## config.mk

```make
export PLATFORM = sky130hd
export DESIGN_NAME = rgb_to_hsv_pixel_flat
export DESIGN_NICKNAME = d
export VERILOG_FILES = /design/src/hdl/rgbhsv_pkg.sv /design/src/hdl/rgbhsv_if.sv /design/src/hdl/rgbhsv_prep.sv /design/src/hdl/rgbhsv_cell.sv /design/src/hdl/rgb_to_hsv_pixel.sv /design/src/flat_wrapper.sv
export SDC_FILE = /design/constraint.sdc
export NUM_CORES = 1
export LEC_CHECK = 0
export BUFFER_PORTS_ARGS = -buffer_cell sky130_fd_sc_hd__buf_2
export CORE_UTILIZATION = 27
export DETAILED_ROUTE_END_ITERATION = 8
export GPL_TIMING_DRIVEN = 0
export MAX_ROUTING_LAYER = met4
export PLACE_DENSITY = 0.4
export RECOVER_POWER = 100
export SKIP_LAST_GASP = 1
export SLEW_MARGIN = 20
export SYNTH_ARGS = -nofsm -noshare
export SYNTH_HDL_FRONTEND = slang
export SYNTH_HIERARCHICAL = 1
export SYNTH_SLANG_ARGS = --single-unit
```

## constraint.sdc

```tcl
create_clock -name clk -period 19.9 [get_ports clk]
set_input_delay 2.985 -clock clk [delete_from_list [all_inputs] [get_ports clk]]
set_output_delay 2.985 -clock clk [all_outputs]
set_load 0.03 [all_outputs]
```

## src/hdl/rgbhsv_pkg.sv

```systemverilog
`timescale 1ns / 1ps
package rgbhsv_pkg;
  localparam int ChanW = 8;
  localparam int NumW = 21;   // 17 * hue numerator, below 17*360*255
  localparam int DenW = 17;   // 24*C for hue, M for saturation
  localparam int QuoW = 8;

  typedef struct packed {
    logic [NumW-1:0] hrem;
    logic [DenW-1:0] hden;
    logic [QuoW-1:0] hquo;
    logic [NumW-1:0] srem;
    logic [DenW-1:0] sden;
    logic [QuoW-1:0] squo;
    logic [ChanW-1:0] value;
  } div_state_t;
endpackage

```

## src/hdl/rgbhsv_if.sv

```systemverilog
`timescale 1ns / 1ps
interface rgbhsv_if #(parameter int W0 = 8, parameter int W1 = 8, parameter int W2 = 8);
  logic valid;
  logic ready;
  logic [W0-1:0] f0;
  logic [W1-1:0] f1;
  logic [W2-1:0] f2;
  modport source (output valid, output f0, output f1, output f2, input ready);
  modport sink (input valid, input f0, input f1, input f2, output ready);
endinterface

```

## src/hdl/rgbhsv_prep.sv

```systemverilog
`timescale 1ns / 1ps
module rgbhsv_prep import rgbhsv_pkg::*; (
  input  logic             clk,
  input  logic             en,
  input  logic [ChanW-1:0] red,
  input  logic [ChanW-1:0] green,
  input  logic [ChanW-1:0] blue,
  output div_state_t       st_r
);
  logic [ChanW-1:0] mx, mn, c;
  logic signed [9:0] diff;
  logic signed [19:0] num;
  logic [19:0] num_u;
  div_state_t st_nxt;

  always_comb begin
    mx = (red > green) ? red : green;
    if (blue > mx) mx = blue;
    mn = (red < green) ? red : green;
    if (blue < mn) mn = blue;
    c = mx - mn;
    if (mx == blue) begin
      diff = $signed({2'b00, red}) - $signed({2'b00, green});
      num = 20'sd240 * $signed({12'd0, c}) + 20'sd60 * 20'(diff);
    end else if (mx == green) begin
      diff = $signed({2'b00, blue}) - $signed({2'b00, red});
      num = 20'sd120 * $signed({12'd0, c}) + 20'sd60 * 20'(diff);
    end else begin
      diff = $signed({2'b00, green}) - $signed({2'b00, blue});
      num = 20'sd60 * 20'(diff);
    end
    if (num < 0) num = num + 20'sd360 * $signed({12'd0, c});
    num_u = num;
    // hue = floor(num*255/(360c)) = floor((num*17)/(24c)), num*17 < 2^21
    st_nxt.hrem = NumW'(num_u) * NumW'(17);
    st_nxt.hden = DenW'({9'd0, c} * 17'd24);
    st_nxt.hquo = '0;
    st_nxt.srem = NumW'({9'd0, c} * 17'd255);
    st_nxt.sden = {9'd0, mx};
    st_nxt.squo = '0;
    st_nxt.value = mx;
    if (c == '0) begin
      st_nxt.hrem = '0;
      st_nxt.hden = 17'd1;
      st_nxt.srem = '0;
      st_nxt.sden = 17'd1;
    end
  end

  always_ff @(posedge clk) begin
    if (en) st_r <= st_nxt;
  end
endmodule

```

## src/hdl/rgbhsv_cell.sv

```systemverilog
`timescale 1ns / 1ps
// One restoring-division cell: settles quotient bit Bit of both quotients.
module rgbhsv_cell import rgbhsv_pkg::*; #(parameter int Bit = 0) (
  input  logic       clk,
  input  logic       en,
  input  div_state_t st_in,
  output div_state_t st_r
);
  localparam int ShW = NumW + QuoW;

  logic [ShW-1:0] hsh, ssh;
  div_state_t st_nxt;

  always_comb begin
    st_nxt = st_in;
    hsh = ShW'(st_in.hden) << Bit;
    ssh = ShW'(st_in.sden) << Bit;
    if ({{QuoW{1'b0}}, st_in.hrem} >= hsh) begin
      st_nxt.hrem = NumW'({{QuoW{1'b0}}, st_in.hrem} - hsh);
      st_nxt.hquo[Bit] = 1'b1;
    end
    if ({{QuoW{1'b0}}, st_in.srem} >= ssh) begin
      st_nxt.srem = NumW'({{QuoW{1'b0}}, st_in.srem} - ssh);
      st_nxt.squo[Bit] = 1'b1;
    end
  end

  always_ff @(posedge clk) begin
    if (en) st_r <= st_nxt;
  end
endmodule

```

## src/hdl/rgb_to_hsv_pixel.sv

```systemverilog
`timescale 1ns / 1ps
// RGB to HSV pixel converter, 8 bits a channel.
// Input channel in_ carries red, green, blue; result channel out_ carries
// hue, saturation and value. A pixel transfers when valid and ready are high.
// Throughput: one pixel per clock while the receiver takes results. One
// stage finds max, min, chroma and the hue numerator,
// then a chain of eight division cells, one cell per quotient bit,
// resolves hue and saturation side by side.
// The whole pipe advances together; when the receiver stalls with a result
// waiting, the pipe holds and in_ready drops, so nothing is lost. While the
// last stage is empty the pipe keeps advancing even if the receiver stalls.
// Reset (rst_n low, synchronous) clears all stage valid bits; the pixel
// data registers themselves are not reset.
module rgb_to_hsv_pixel import rgbhsv_pkg::*; (
  input  logic clk,
  input  logic rst_n,
  rgbhsv_if.sink   in_if,
  rgbhsv_if.source out_if
);
  localparam int Cells = QuoW;

  logic [Cells:0] vld_r;
  logic adv;
  div_state_t st [Cells+1];

  assign adv = !vld_r[Cells] || out_if.ready;
  assign in_if.ready = adv;

  always_ff @(posedge clk) begin
    if (!rst_n) begin
      vld_r <= '0;
    end else if (adv) begin
      vld_r <= {vld_r[Cells-1:0], in_if.valid};
    end
  end

  rgbhsv_prep u_prep (
    .clk(clk), .en(adv), .red(in_if.f0), .green(in_if.f1), .blue(in_if.f2),
    .st_r(st[0])
  );

  for (genvar i = 0; i < Cells; i++) begin : g_cell
    rgbhsv_cell #(.Bit(Cells - 1 - i)) u_cell (
      .clk(clk), .en(adv), .st_in(st[i]), .st_r(st[i+1])
    );
  end

  assign out_if.valid = vld_r[Cells];
  assign out_if.f0 = st[Cells].hquo;
  assign out_if.f1 = st[Cells].squo;
  assign out_if.f2 = st[Cells].value;
endmodule

```

## src/flat_wrapper.sv

```systemverilog
// flat-port wrapper written by rule: the top's interface ports become plain ports
module rgb_to_hsv_pixel_flat import rgbhsv_pkg::*;
  (clk, rst_n, in_if_valid, in_if_f0, in_if_f1, in_if_f2, in_if_ready, out_if_valid, out_if_f0, out_if_f1, out_if_f2, out_if_ready);
  rgbhsv_if #(.W0(8), .W1(8), .W2(8)) in_if_i ();
  rgbhsv_if #(.W0(8), .W1(8), .W2(8)) out_if_i ();
  input  logic clk;
  input  logic rst_n;
  input wire logic [$bits(in_if_i.valid)-1:0] in_if_valid;
  input wire logic [$bits(in_if_i.f0)-1:0] in_if_f0;
  input wire logic [$bits(in_if_i.f1)-1:0] in_if_f1;
  input wire logic [$bits(in_if_i.f2)-1:0] in_if_f2;
  output wire logic [$bits(in_if_i.ready)-1:0] in_if_ready;
  output wire logic [$bits(out_if_i.valid)-1:0] out_if_valid;
  output wire logic [$bits(out_if_i.f0)-1:0] out_if_f0;
  output wire logic [$bits(out_if_i.f1)-1:0] out_if_f1;
  output wire logic [$bits(out_if_i.f2)-1:0] out_if_f2;
  input wire logic [$bits(out_if_i.ready)-1:0] out_if_ready;
  assign in_if_i.valid = in_if_valid;
  assign in_if_i.f0 = in_if_f0;
  assign in_if_i.f1 = in_if_f1;
  assign in_if_i.f2 = in_if_f2;
  assign in_if_ready = in_if_i.ready;
  assign out_if_valid = out_if_i.valid;
  assign out_if_f0 = out_if_i.f0;
  assign out_if_f1 = out_if_i.f1;
  assign out_if_f2 = out_if_i.f2;
  assign out_if_i.ready = out_if_ready;
  rgb_to_hsv_pixel u_core (.clk(clk), .rst_n(rst_n), .in_if(in_if_i), .out_if(out_if_i));
endmodule
```

==> results of run 1 <==
registers in the layout (all words and copies together) (netlist names):
register,cells
u_core/vld_r,9
u_core/g_cell.u_cell/st_r,724
u_core/u_prep/st_r,60
per-stage QoR:
| stage | instances | hold WS [ps] | worst slack (ps) | utilization (%) |
|---|---|---|---|---|
| 6_report | 7471 | 411.6 | 1694 | 30.61 |
| 3_5_place_dp | 7290 | 404.5 | 1390 | 29.32 |
| 5_1_grt | 7470 | 416.8 | 596.1 | 30.60 |
| 4_1_cts | 7470 | 405.4 | 2128 | 31.01 |
| 3_3_place_gp | 7280 | 400.4 | 448.7 | 29.17 |
| 2_1_floorplan | 4717 | 400.3 | 4745 | - |
path summary, 6_finish.rpt:
path | cells after the start | startpoint | endpoint | slack, ps
setup reg to reg | 5 | u_core/vld_r[8] | u_core/g_cell[0].u_cell/st_r[30] | 7070
hold / removal | 0 | u_core/g_cell[5].u_cell/st_r[54] | u_core/g_cell[6].u_cell/st_r[54] | 410
hold reg to reg | 0 | u_core/g_cell[5].u_cell/st_r[54] | u_core/g_cell[6].u_cell/st_r[54] | 410
setup / recovery | 61 | in_if_f1[4] | u_core/u_prep/st_r[99] | 1690
layout make-up:
cell class	count	area, µm²	share of cell area (%)
diodes	1	2.502	0.004281
plain buffers	133	729.5	1.248
clock buffers	123	2610	4.465
clock inverters	57	614.3	1.051
inverters	575	2158	3.692
multi-input cells	3216	25200	43.11
flip-flops and latches	793	23720	40.58
well taps	2511	3142	5.375
repair buffers	62	276.5	0.4731
layer usage:
layer	up-vias	track usage, %	share of wire [%]
met2	443	22.35	49
met5	-	-	0
met1	15810	14.90	44
met3	225	1.656	2.9
li1	17190	-	-
met4	0	5.690	4.1
cell usage in the layout, fill, tap and decap left out, types with 14 or more instances in the layout:
cell type,count
a211oi_1,31
clkbuf_1,124
or3_1,32
ha_1,509
nand2b_1,52
buf_4,40
fa_1,104
clkinv_1,18
or2_2,14
nor4_1,18
a21o_1,95
o211ai_1,21
a21oi_1,302
clkbuf_16,101
buf_2,42
nand4_1,37
nor2b_1,55
conb_1,38
a21boi_0,16
mux2_1,56
a211o_1,17
edfxtp_1,784
nor2_1,231
nand2_1,308
clkinv_2,15
mux2i_1,49
nor3_1,39
a31oi_1,27
o21ai_1,16
mux2_2,65
inv_1,572
xnor2_1,212
o31ai_1,27
nand3_1,61
xor2_1,118
o31a_1,17
o21a_1,55
o21ai_0,277
and3_1,34
o21bai_1,58
critical path, delay by kind of cell:
kind,cells,cell delay (ps)
compound gates,30,7060
buf+inv,7,1240
simple gates,8,1090
fa+ha+maj,10,4050
mux,1,820
xor+xnor,5,1360
==> out/qor.csv, run 1 <==
metric,value,unit
fill cell instance count of the final layout,19740,
setup bufs post-CTS,0,
dpl cell area,0.05600,mm²
die area,0.1950,mm²
drt first pass iters,5,
row cnt,160,
port buffer count,52,
worst skew pair latency,700,ps
max_cap viols,12,
vias in the first global route,35150,
Post-Syn Area per Cell,11.15,µm²
setup tns final,0,ps
RSZ-0062 raised after global routing,no,
Die W,441.6,µm
Initial Utilization,27.32,%
Syn-to-layout area delta,12.04,%
total global routing overflow,0,
critical path arrival,18650,ps
"Hold-fix buffers, CTS",0,
CP Max Fanout,10,
Post-Syn Instances,4680,
Final ANT Viol Nets,0,
drt drc,0,
"Req. time, crit path",20340,ps
final weighted congestion in routability-driven placement,0.8700,
post-synthesis cell area,0.05217,mm²
antenna violations before repair,1,
crit start category,primary input,
core area,0.1910,mm²
die height,441.6,µm
register clock-pin slew on the reported worst setup and hold paths,60,ps
per-cell routed wire length,16.33,µm
Pins Over Slew Limit,834,
Max stage delay on crit path,930,ps
clk buf depth,3,
Crit. End Element,flop,
most frequent CP cell,a21oi_1,
final setup vio count,0,
largest net degree at the start of global routing,103,
fin crit share,91.49,%
final instance area,0.05845,mm²
post_cts resized,0,
critical path class,primary input to flop,
TritonCTS Buffers,100,
layout cells sized above 1,7.582,%
Slew headroom,-242.7,%
"Hold Vio Cnt, Final",0,
gr usage total,12.92,%
Routed WL,122000,µm
Synth Warn #,6,
CTS root buffer,clkbuf_16,
fin crit period,18210,ps
CTS tree,done,
Ports,54,
nets@finish,5522,
Via density,4.507,
violated checks,"max-capacitance violations, max-slew violations",
Vias,33670,
status,finished with violations,
clk sinks,793,
Max Clk Rate,54.93,MHz
clock skew,27.45,ps
first-pass GRT wire length,193700,µm
CTS H-tree lvls,3,
DP Wirelength,95810,µm
Initial DRC Count,1411,
Worst path slowest cell,o22ai_1,
Hold/Removal Path Class,flop to flop,
worst-margin pin slew,5141,ps
Power of run 1 is left out: the tool's default activity adds up to more than one toggle a clock period on the data nets, which glitch-free logic cannot reach.
==> run 2, diff against run 1 <==
- CORE_UTILIZATION: 27 -> 37
- PLACE_DENSITY: 0.4 -> 0.51
- SYNTH_HIERARCHICAL: 1 -> not set
==> out/qor.csv, run 2 <==
metric,value,unit,change
Synth Register Bits,606,,
Crit. End Element,flop,,unchanged
Post-Syn Area per Cell,10.75,µm²,was 11.15 µm²
"Req. time, crit path",20300,ps,was 20340 ps
Initial DRC Count,1116,,was 1411
critical path class,primary input to flop,,unchanged
largest net degree at the start of global routing,87,,was 103
status,finished with violations,,unchanged
port buffer count,53,,was 52
crit start category,primary input,,unchanged
CTS H-tree lvls,3,,unchanged
"Net Count, Synth",4266,,
TritonCTS Buffers,66,,was 100
synth cell count leaders,"edfxtp_1 (597), inv_1 (506), ha_1 (409)",,
min-delay src,u_core.g_cell[1].u_cell.st_r[6],,was u_core/g_cell[5].u_cell/st_r[54]
r2r startpoint,u_core.vld_r[8],,was u_core/vld_r[8]
Worst path slowest cell,a2111oi_0,,was o22ai_1
Die W,331.3,µm,was 441.6 µm
Hold Path Depth,0,,unchanged
worst setup path start,in_if_f1[6],,was in_if_f1[4]
clock skew,19.84,ps,was 27.45 ps
fin crit share,93.93,%,was 91.49%
largest reg by FF count,u_core.g_cell.u_cell.st_r,,was u_core/g_cell.u_cell/st_r
CP Max Fanout,10,,unchanged
register clock-pin slew on the reported worst setup and hold paths,60,ps,about the same
Synth Flop Type,edfxtp_1,,
Slew headroom,-185.1,%,was -242.7%
final core utilization,41.16,%,was 30.61%
core area,0.1074,mm²,was 0.1910 mm²
Ports,54,,unchanged
max_cap viols,9,,was 12
Final ANT Viol Nets,0,,unchanged
most common cell in the netlist,edfxtp_1,,
Max Clk Rate,53.50,MHz,was 54.93 MHz
total global routing overflow,0,,unchanged
drt first pass iters,5,,unchanged
layout cells sized above 1,4.598,%,was 7.582%
CTS root buffer,clkbuf_16,,unchanged
Post-Syn Instances,3733,,was 4680
Pins Over Slew Limit,631,,was 834
antenna cell count,0,,was 1
clk buf depth,3,,unchanged
Synth Warn #,0,,was 6
worst-margin pin slew,4277,ps,was 5141 ps
Largest register FFs,537,,was 724
DP Wirelength,65990,µm,was 95810 µm
gr usage total,15.67,%,was 12.92%
first-pass GRT wire length,135500,µm,was 193700 µm
FF-to-FF End,u_core.u_prep.st_r[3],,was u_core/g_cell[0].u_cell/st_r[30]
"Hold-fix buffers, CTS",0,,unchanged
RSZ-0062 raised after global routing,no,,unchanged
post-synthesis cell area,0.04012,mm²,was 0.05217 mm²
final weighted congestion in routability-driven placement,0.9159,,was 0.8700
antenna violations before repair,0,,was 1
drt drc,0,,unchanged
clk sinks,606,,was 793
per-cell routed wire length,15.55,µm,was 16.33 µm
sequential share of the synthesized area,45.13,%,
"commonest non-fill, non-tap cell in the layout",edfxtp_1,,unchanged
Syn-to-layout area delta,10.12,%,was 12.04%
row cnt,120,,was 160
"Hold Vio Cnt, Final",0,,unchanged
die area,0.1098,mm²,was 0.1950 mm²
Yosys top cell area share,44.68,%,
most frequent CP cell,ha_1,,was a21oi_1
Synth area leaders,"edfxtp_1 (45%), ha_1 (13%), xnor2_1 (5.1%)",,
Vias,26090,,was 33670
worst skew pair latency,610,ps,was 700 ps
die height,331.3,µm,was 441.6 µm
Largest regs,"u_core.g_cell.u_cell.st_r: 537 flops, u_core.u_prep.st_r: 60 flops, u_core.vld_r: 9 flops",,"was u_core/g_cell.u_cell/st_r: 724 flops, u_core/u_prep/st_r: 60 flops, u_core/vld_r: 9 flops"
most frequent cells in the layout,"edfxtp_1 (597), inv_1 (506), ha_1 (409), a21oi_1 (278), nor2_1 (249)",,"was edfxtp_1 (784), inv_1 (572), ha_1 (509), nand2_1 (308), a21oi_1 (302)"
fin crit period,18690,ps,was 18210 ps
Hold/Removal Path Class,flop to flop,,unchanged
CTS tree,done,,unchanged
Max stage delay on crit path,600,ps,was 930 ps
Initial Utilization,37.37,%,was 27.32%
FF-to-FF path depth,6,,was 5
CP Capture Point,u_core.u_prep.st_r[99],,was u_core/u_prep/st_r[99]
vias in the first global route,26400,,was 35150
violated checks,"max-capacitance violations, max-slew violations",,unchanged
"Async S/R FF share, synth",0,%,
distinct cell type count after synthesis,91,,
"EDFF count, synth",597,,
setup bufs post-CTS,0,,unchanged
Via density,4.907,,was 4.507
R2R setup slack,7870,ps,was 7070 ps
critical path arrival,19090,ps,was 18650 ps
cell taking the most area after synthesis,edfxtp_1,,
final setup vio count,0,,unchanged
nets@finish,4395,,was 5522
post_cts resized,0,,unchanged
Routed WL,82700,µm,was 122000 µm
## run 2: worst min-delay path by stage
stage | end | slack (ps)
2_1_floorplan | u_core.g_cell[0].u_cell.st_r[0] | 400
3_3_place_gp | u_core.g_cell[5].u_cell.st_r[0] | 400
3_5_place_dp | u_core.g_cell[0].u_cell.st_r[6] | 400
4_1_cts | u_core.g_cell[4].u_cell.st_r[58] | 410
5_1_grt | u_core.g_cell[7].u_cell.st_r[57] | 420
6_report | u_core.g_cell[2].u_cell.st_r[6] | 410
## run 2: metal layers
layer | up-vias | share of wire, % | GRT usage (%)
li1 | 13540 | - | -
met1 | 12120 | 42 | 17.60
met2 | 337 | 52 | 28.80
met3 | 102 | 3.0 | 1.660
met4 | 0 | 2.6 | 5.255
met5 | - | 0 | -
## run 2: cell type report
| cell class | count | area, µm² |
|---|---|---|
| sequential | 606 | 18110 |
| tap | 1403 | 1755 |
| timing repair buffer | 61 | 262.8 |
| clock buffer | 81 | 1729 |
| fill | 10420 | 63170 |
| clock inverter | 40 | 306.5 |
| multi-input combinational | 2560 | 19860 |
| inverter | 510 | 1916 |
| buffer | 57 | 247.7 |
## run 2: cell families (layout without fill, tap and decap cells)
group | count (synthesis) | after routing | share of synthesized area (%)
DFF | 606 | 606 | 45.13
muxes | 57 | 57 | 1.556
buffers and inverters | 567 | 749 | 5.423
adders and majority gates | 507 | 507 | 17.60
xor gates and xnor gates | 319 | 319 | 6.964
AOI/OAI and AO/OA | 789 | 789 | 12.37
and+or+nand+nor | 888 | 888 | 10.95
## run 2: worst max-delay path, delay by kind of cell
| family | cells | cell delay, ps |
|---|---|---|
| AOI/OAI and AO/OA | 25 | 5730 |
| xor gates and xnor gates | 3 | 690 |
| adders and majority gates | 10 | 3690 |
| buffers and inverters | 8 | 1730 |
| muxes | 1 | 400 |
| and+or+nand+nor | 15 | 3890 |
## run 2: through the flow
stage	TNS (ps)	cell area, µm²	hold WS [ps]	std cells	setup slack, ps
2_1_floorplan	0	40120	400.3	3733	642.4
3_5_place_dp	0	42370	404.5	5197	125.3
3_3_place_gp	-3407980	42140	400.6	5189	-6877
5_1_grt	0	44180	418.3	5318	132.0
6_report	0	44180	409.0	5318	1208
4_1_cts	0	44400	412.7	5318	726.2
Power of run 2 is left out for the same reason.
